File: src/hdl/fsf_pkg.sv
// Shared types and constants of the fire stencil filter.
package fsf_pkg;

	// Frame geometry
	localparam int FRAME_WIDTH  = 80;
	localparam int FRAME_HEIGHT = 102;
	localparam int COL_W        = $clog2(FRAME_WIDTH);
	localparam int ROW_W        = $clog2(FRAME_HEIGHT);
	localparam int SEED_ROW     = FRAME_HEIGHT - 2;

	// Seed generator
	localparam logic [15:0] LFSR_INIT = 16'hACE1;

	// Register file reset values
	localparam logic [7:0] DECAY_RST     = 8'd2;
	localparam logic [7:0] SEED_BASE_RST = 8'hC0;
	localparam logic [7:0] RAND_MASK_RST = 8'h3F;

	// Configuration port
	localparam int PADDR_W = 4;
	localparam int PDATA_W = 32;

	typedef enum logic [1:0] {
		REG_DECAY     = 2'd0,
		REG_SEED_BASE = 2'd1,
		REG_RAND_MASK = 2'd2
	} reg_idx_t;

	typedef struct packed {
		logic [7:0] heat_in;
		logic       frame_start;
	} in_beat_t;

	typedef struct packed {
		logic [7:0] heat_out;
		logic [6:0] out_row;
		logic [6:0] out_col;
		logic       seed_valid;
		logic [7:0] seed_heat;
		logic       frame_last;
	} out_beat_t;

endpackage

File: src/hdl/fire_stencil_filter_top.sv
// Top level of the fire stencil filter: row store, window, seeding and result register.
//
//   channel | direction | handshake            | payload
//   --------+-----------+----------------------+-------------------------------
//   in      | input     | in_valid / in_ready  | in_data  (heat_in, frame_start)
//   out     | output    | out_valid / out_ready| out_data (heat_out, position, seed)
//   apb     | input     | psel / penable       | paddr, pwdata, prdata (3 registers)
//
// One pixel per clock unless the output stalls; results pass stage 1 and out_q.
// The row store is a one-port-write, one-port-read memory read one column ahead.
// Reset clears counters, window and seed generator; the row store is not cleared.
// in_ready drops only while a result is held in the stage and the output beat stalls.
module fire_stencil_filter_top (
	input  logic                              clk,
	input  logic                              arst_n,
	input  logic                              in_valid,
	output logic                              in_ready,
	input  fsf_pkg::in_beat_t                 in_data,
	output logic                              out_valid,
	input  logic                              out_ready,
	output fsf_pkg::out_beat_t                out_data,
	input  logic                              psel,
	input  logic                              penable,
	input  logic                              pwrite,
	input  logic [fsf_pkg::PADDR_W-1:0]       paddr,
	input  logic [fsf_pkg::PDATA_W-1:0]       pwdata,
	output logic [fsf_pkg::PDATA_W-1:0]       prdata,
	output logic                              pready
);
	import fsf_pkg::*;

	// Registers
	logic [7:0] decay_q, seed_base_q, rand_mask_q;
	logic       cfg_wr;
	reg_idx_t   cfg_idx;

	// Position and seed state
	logic [COL_W-1:0] col_q;
	logic [ROW_W-1:0] row_q;
	logic [15:0]      lfsr_q;
	logic [7:0]       first_q;

	// Accept-side signals
	logic             in_fire;
	logic [COL_W-1:0] cur_col, nxt_col, rd_addr;
	logic [ROW_W-1:0] cur_row, nxt_row;
	logic [COL_W:0]   col_inc;
	logic             col_last, row_last, seeded;
	logic             lfsr_fb;
	logic [15:0]      lfsr_step;
	logic [7:0]       seed, pix;

	// Row store
	logic [7:0] row_mem [FRAME_WIDTH];

	// Stage 1
	logic             valid_s1, has_res_s1, seeded_s1, last_s1, col_first_s1, col_end_s1;
	logic [7:0]       pix_s1, seed_s1, first_s1, rd_s1;
	logic [COL_W-1:0] col_s1;
	logic [ROW_W-1:0] row_s1;
	logic             s1_move;

	// Window and result
	logic [7:0]       win_left_q, win_center_q;
	logic [7:0]       left_w, center_w, right_w;
	logic [9:0]       sum_w;
	logic [7:0]       avg_w, heat_w;
	logic [ROW_W-1:0] row_m2;
	logic             out_valid_q;
	out_beat_t        out_q;

	// Configuration writes and reads
	assign pready  = 1'b1;
	assign cfg_wr  = psel && penable && pwrite;
	assign cfg_idx = reg_idx_t'(paddr[3:2]);

	always_ff @(posedge clk or negedge arst_n) begin
		if (!arst_n) begin
			decay_q     <= DECAY_RST;
			seed_base_q <= SEED_BASE_RST;
			rand_mask_q <= RAND_MASK_RST;
		end else if (cfg_wr) begin
			case (cfg_idx)
				REG_DECAY:     decay_q     <= pwdata[7:0];
				REG_SEED_BASE: seed_base_q <= pwdata[7:0];
				REG_RAND_MASK: rand_mask_q <= pwdata[7:0];
				default: ;
			endcase
		end
	end

	always_comb begin
		case (cfg_idx)
			REG_DECAY:     prdata = {24'd0, decay_q};
			REG_SEED_BASE: prdata = {24'd0, seed_base_q};
			REG_RAND_MASK: prdata = {24'd0, rand_mask_q};
			default:       prdata = '0;
		endcase
	end

	// Position of the incoming pixel, seed replacement and next position
	assign in_fire   = in_valid && in_ready;
	assign cur_col   = in_data.frame_start ? '0 : col_q;
	assign cur_row   = in_data.frame_start ? '0 : row_q;
	assign col_inc   = {1'b0, cur_col} + (COL_W+1)'(1);
	assign col_last  = (cur_col == COL_W'(FRAME_WIDTH - 1));
	assign row_last  = (cur_row == ROW_W'(FRAME_HEIGHT - 1));
	assign seeded    = (cur_row >= ROW_W'(SEED_ROW));
	assign lfsr_fb   = lfsr_q[0] ^ lfsr_q[2] ^ lfsr_q[3] ^ lfsr_q[5];
	assign lfsr_step = {lfsr_fb, lfsr_q[15:1]};
	assign seed      = (lfsr_step[7:0] & rand_mask_q) | seed_base_q;
	assign pix       = seeded ? seed : in_data.heat_in;
	assign rd_addr   = col_last ? '0 : col_inc[COL_W-1:0];
	assign nxt_col   = col_last ? '0 : col_inc[COL_W-1:0];
	assign nxt_row   = col_last ? (row_last ? '0 : cur_row + ROW_W'(1)) : cur_row;

	always_ff @(posedge clk or negedge arst_n) begin
		if (!arst_n) begin
			col_q  <= '0;
			row_q  <= '0;
			lfsr_q <= LFSR_INIT;
		end else if (in_fire) begin
			col_q <= nxt_col;
			row_q <= nxt_row;
			if (seeded) begin
				lfsr_q <= lfsr_step;
			end
		end
	end

	// Write the current pixel, read the right neighbor from the row above
	always_ff @(posedge clk) begin
		if (in_fire) begin
			row_mem[cur_col] <= pix;
			rd_s1            <= row_mem[rd_addr];
		end
	end

	// Keep a copy of column zero so the row start needs no second read port
	always_ff @(posedge clk) begin
		if (in_fire && cur_col == '0) begin
			first_q <= pix;
		end
	end

	// Stage 1 payload
	always_ff @(posedge clk) begin
		if (in_fire) begin
			pix_s1       <= pix;
			seed_s1      <= seeded ? seed : 8'd0;
			seeded_s1    <= seeded;
			first_s1     <= first_q;
			col_s1       <= cur_col;
			row_s1       <= cur_row;
			has_res_s1   <= (cur_row >= ROW_W'(2));
			last_s1      <= row_last && col_last;
			col_first_s1 <= (cur_col == '0);
			col_end_s1   <= col_last;
		end
	end

	// Advance stage 1 when its result has room or it carries none
	assign s1_move  = valid_s1 && (!has_res_s1 || !out_valid_q || out_ready);
	assign in_ready = !valid_s1 || s1_move;

	always_ff @(posedge clk or negedge arst_n) begin
		if (!arst_n) begin
			valid_s1 <= 1'b0;
		end else if (in_ready) begin
			valid_s1 <= in_valid;
		end
	end

	// Stencil: average of four, minus decay, floored at zero
	assign left_w   = col_first_s1 ? first_s1 : win_left_q;
	assign center_w = col_first_s1 ? first_s1 : win_center_q;
	assign right_w  = col_end_s1 ? center_w : rd_s1;
	assign sum_w    = 10'(left_w) + 10'(center_w) + 10'(right_w) + 10'(pix_s1);
	assign avg_w    = sum_w[9:2];
	assign heat_w   = (avg_w > decay_q) ? (avg_w - decay_q) : 8'd0;
	assign row_m2   = row_s1 - ROW_W'(2);

	// Slide the window
	always_ff @(posedge clk or negedge arst_n) begin
		if (!arst_n) begin
			win_left_q   <= '0;
			win_center_q <= '0;
		end else if (s1_move) begin
			win_left_q   <= center_w;
			win_center_q <= right_w;
		end
	end

	// Output register
	always_ff @(posedge clk or negedge arst_n) begin
		if (!arst_n) begin
			out_valid_q <= 1'b0;
		end else if (s1_move && has_res_s1) begin
			out_valid_q <= 1'b1;
		end else if (out_ready) begin
			out_valid_q <= 1'b0;
		end
	end

	always_ff @(posedge clk) begin
		if (s1_move && has_res_s1) begin
			out_q.heat_out   <= heat_w;
			out_q.out_row    <= 7'(row_m2);
			out_q.out_col    <= 7'(col_s1);
			out_q.seed_valid <= seeded_s1;
			out_q.seed_heat  <= seed_s1;
			out_q.frame_last <= last_s1;
		end
	end

	assign out_valid = out_valid_q;
	assign out_data  = out_q;

endmodule

File: config.mk
export PLATFORM = sky130hd
export DESIGN_NAME = fire_stencil_filter_top
export DESIGN_NICKNAME = d
export VERILOG_FILES = /design/src/hdl/fsf_pkg.sv /design/src/hdl/fire_stencil_filter_top.sv
export SDC_FILE = /design/constraint.sdc
export NUM_CORES = 1
export LEC_CHECK = 0
export ABC_AREA = 1
export BUFFER_PORTS_ARGS = -buffer_cell sky130_fd_sc_hd__buf_4
export CORE_MARGIN = 3
export CORE_UTILIZATION = 60
export DETAILED_ROUTE_END_ITERATION = 8
export PLACE_DENSITY = 0.77
export SYNTH_ARGS = -nofsm -noshare
export SYNTH_HDL_FRONTEND = slang
export SYNTH_SLANG_ARGS = --single-unit
File: constraint.sdc
create_clock -name clk -period 16 [get_ports clk]
set_clock_uncertainty 0.2 [all_clocks]
set_input_delay 1.6 -clock clk [delete_from_list [all_inputs] [get_ports clk]]
set_output_delay 1.6 -clock clk [all_outputs]
set_load 0.03 [all_outputs]
==> results summary <==
The final routed wire length divided by cell count is 19.9 um. STA classifies the critical path startpoint as a primary input. The normalized max-slew margin came out at 16.1%.

The die is 248 um tall. The area share of xor/xnor cells in the synthesized design came out at 0.398%. The synthesized netlist devotes 3.81% of its cell area to compound gates.

The count of flip-flops with a built-in enable after synthesis is 731. Across all register-to-register paths, the minimum setup slack is 10170 ps. After synthesis, the cell types taking the most area are edfxtp_1, nand2_1, nand3_1, inv_1, dfrtp_1. The number of vias per cell after detailed routing came out at 5.75. For the worst setup path, the data required time is 16160 ps. The logic depth of the worst register-to-register path is 19. Buffers inserted during clock tree synthesis total 80.

The first global-routing pass estimated 128000 um of wire. The core area is 57800 um2. Along the worst hold path, the cell count comes to 0. The hold violation count in the final report is 0.

The number of non-filler instances in the completed layout is 4161. The number of rows created at floorplan is 88. The worst hold endpoint is out_data[17]$_DFFE_PP_. The maximum number of pins on one net before global-route repair is 200. The clock transition at the registers of the reported paths is 50 ps. In this run the static leakage power is 15.8 nW.

Setup repair after global routing left no endpoint under its margin. The maximum clock rate came out at 0.153 GHz. The total of warnings raised by yosys came out at 0.

The weighted congestion at the end of routability-driven global placement is 0.882. The worst register-to-register path ends at out_data[31]$_SDFFCE_PP0P_. The synthesis-to-finish area growth came out at 10.0%. The clock drives 803 sinks. The post-CTS setup buffer count is 0. The filler cell count in the final layout came out at 4067.

The count of buffers added on input and output ports is 67. Multiplexer cells account for 0.352% of the synthesized area. TritonCTS built the clock tree. Wires add up to 82700 um.

The worst supply voltage drop on vdd is 149 uV. Among all flip-flop cells after synthesis, the most frequent one is edfxtp_1. For the worst setup path, the data arrival time is 6680 ps. The number of setup violations in the final report is 0. The number of H-tree levels came out at 3. Counting distinct cell types in the post-synthesis netlist gives 47. Each instance of the synthesized netlist takes up on average 10.6 um2. The run finished with clean final reports. The number of instances in the synthesized netlist came out at 3308. The tree is rooted in a clkbuf_16. Of the total synthesized cell area, the portion taken by full adders, half adders and majority gates is 1.71%. In the routed design, unresolved DRC markers number 0. By instance count, the leading cell after synthesis is nand2_1. The routed via count came out at 23905. Ranked by instance count, the synthesized netlist is headed by nand2_1, edfxtp_1, nand3_1. The number of max-slew violations in the final report is 0. The overall die width is 248 um.

The first routing iteration left 2706 violations. The remaining antenna violation count came out at 0. The share of synthesized cell area in and, or, nand and nor gates came out at 18.2%. Once placement completed, the tool counted placed cells totaling 4015.

Clock latency on the worst-skew pair, taken at its later pin, is 630 ps. Once layout is complete, the utilization of the core stands at 67.0%. The final critical-path required period is 6530 ps.

The die covers 61600 um2. The aggregate negative setup slack came out at 0 ps. The total global-route track usage is 27.2%. The slew at the pin with the worst max-slew slack came out at 1240 ps. The sequential cell area fraction in the yosys report is 67.6%. The HPWL after detailed placement came out at 46600 um.

The critical hold path startpoint is row_s1[0]$_DFFE_PP_. The initial antenna violation count came out at 1. The maximum count of clock buffers along a single path is 3. The area share of the leading cell type in the synthesized netlist came out at 62.4%. The worst hold path belongs to the class reg2reg. The multi-input combinational cell area came out at 8840 um2. The sequential cell area came out at 23800 um2. The largest total area in the synthesized netlist belongs to edfxtp_1. For this design the top-level I/O count stands at 119. The count of cells resized by post-cts repair came out at 0. In the final design database the tool counted 3422 nets.

The portion of the clock cycle consumed by the worst path in the final layout came out at 40.8%. The worst setup path is captured at a flip-flop. Cells with a size suffix above 1 make up 7.66% of the layout. After synthesis the cells add up to 35200 um2. The critical-path maximum fanout came out at 92.

The startpoint identified for the worst register-to-register timing path is col_first_s1$_DFFE_PP_. The proportion of register bits with asynchronous set or reset after synthesis is 8.97%. The dominant combinational cell family by area after synthesis is simple AND/OR/NAND/NOR gates. The aggregate global routing overflow is 0.

The path type of the worst setup path is in2reg. The initial cell density of the core came out at 60.9%. In this run, post-CTS hold repair placed 0 buffers. The number of global-route vias before repair came out at 23555.

The max capacitance violation total is 0. The power per cell area came out at 140 nW/um2. The number of detailed-routing iterations run before antenna repair came out at 6. The synthesized design contains 803 register bits.
## worst max path at each step
stage	slack, ps	end	startpoint
detailed placement	9100	rd_s1[5]$_DFFE_PP_	in_data[0]
global placement	9180	rd_s1[5]$_DFFE_PP_	in_data[0]
finish	9470	rd_s1[5]$_DFFE_PP_	in_data[0]
global route	9320	rd_s1[5]$_DFFE_PP_	in_data[0]
floorplan	9230	first_q[5]$_DFFE_PP_	in_data[0]
CTS	9710	rd_s1[5]$_DFFE_PP_	in_data[0]
## logic make-up after synthesis
group,after synthesis
compound gates,239
xor+xnor,16
fa+ha+maj,38
mux,11
simple gates,1516
buf+inv,683
flops,803
other cells,2
## layout make-up
class                           count  area share [%]
Sequential cell                   803            61.4
Clock buffer                      102            5.49
Multi-Input combinational cell   1845            22.8
Timing Repair Buffer               97            1.91
Tap cell                          765            2.47
Inverter                          505            4.91
Clock inverter                     43           0.953
Antenna cell                        1         0.00646
## stage by stage
step           power (mW)  area, um2  hold WS, ps  setup slack [ps]
6_report             5.43      38700          214              9470
3_5_place_dp         3.66      36200          205              9100
3_3_place_gp         3.63      36200          201              9180
2_1_floorplan        3.35      35300          200              9230
5_1_grt              5.69      38700          222              9320
4_1_cts              5.44      38700          215              9710
## per-layer routing
| metal | vias to the layer above | global-route usage (%) | wire length, um |
|---|---|---|---|
| met5 | - | 0 | 0 |
| met2 | 1237 | 44.5 | 39700 |
| met1 | 11419 | 35.9 | 31500 |
| met4 | 0 | 12.0 | 3740 |
| li1 | 11005 | - | - |
| met3 | 244 | 5.03 | 7780 |
## worst max-delay path, stage by stage
cell     delay [ps]
buf_4           190
inv_2           710
nand2_8         590
ha_4            630
inv_4           770
buf_4           900
nand3_1         190
nand3_1         160
nand3_1         140
nand3_1         140
nand3_1         250
nand3_1         210
nand2_1         100
## layout by cell type, fill, tap and decap left out, types with 17 or more instances in the layout
cell type	count
nand3_1	500
nor2_1	187
o221ai_1	22
o21ai_0	131
fa_1	17
clkbuf_1	18
clkinv_1	25
buf_4	96
nand2_1	793
conb_1	25
clkbuf_16	80
ha_1	20
a21oi_1	46
inv_1	491
edfxtp_1	731
dfstp_2	17
dfrtp_1	55
## power breakdown
part / switching [mW] / total, mW / internal, mW
Sequential: 0.0328 / 2.42 / 2.39
Combinational: 0.806 / 1.22 / 0.409
Clock: 0.769 / 1.79 / 1.02
Total: 1.61 / 5.43 / 3.82
## sequential cells by signal (all words and copies together) (netlist names), 7 cells and up
signal        count
win_left_q        8
row_mem         640
lfsr_q           16
pix_s1            8
seed_base_q       8
rd_s1             8
seed_s1           8
first_q           8
col_s1            7
rand_mask_q       8
decay_q           8
win_center_q      8
row_q             7
col_q             7
out_data         32
first_s1          8
row_s1            7
Power figures use the tool's default switching activity.
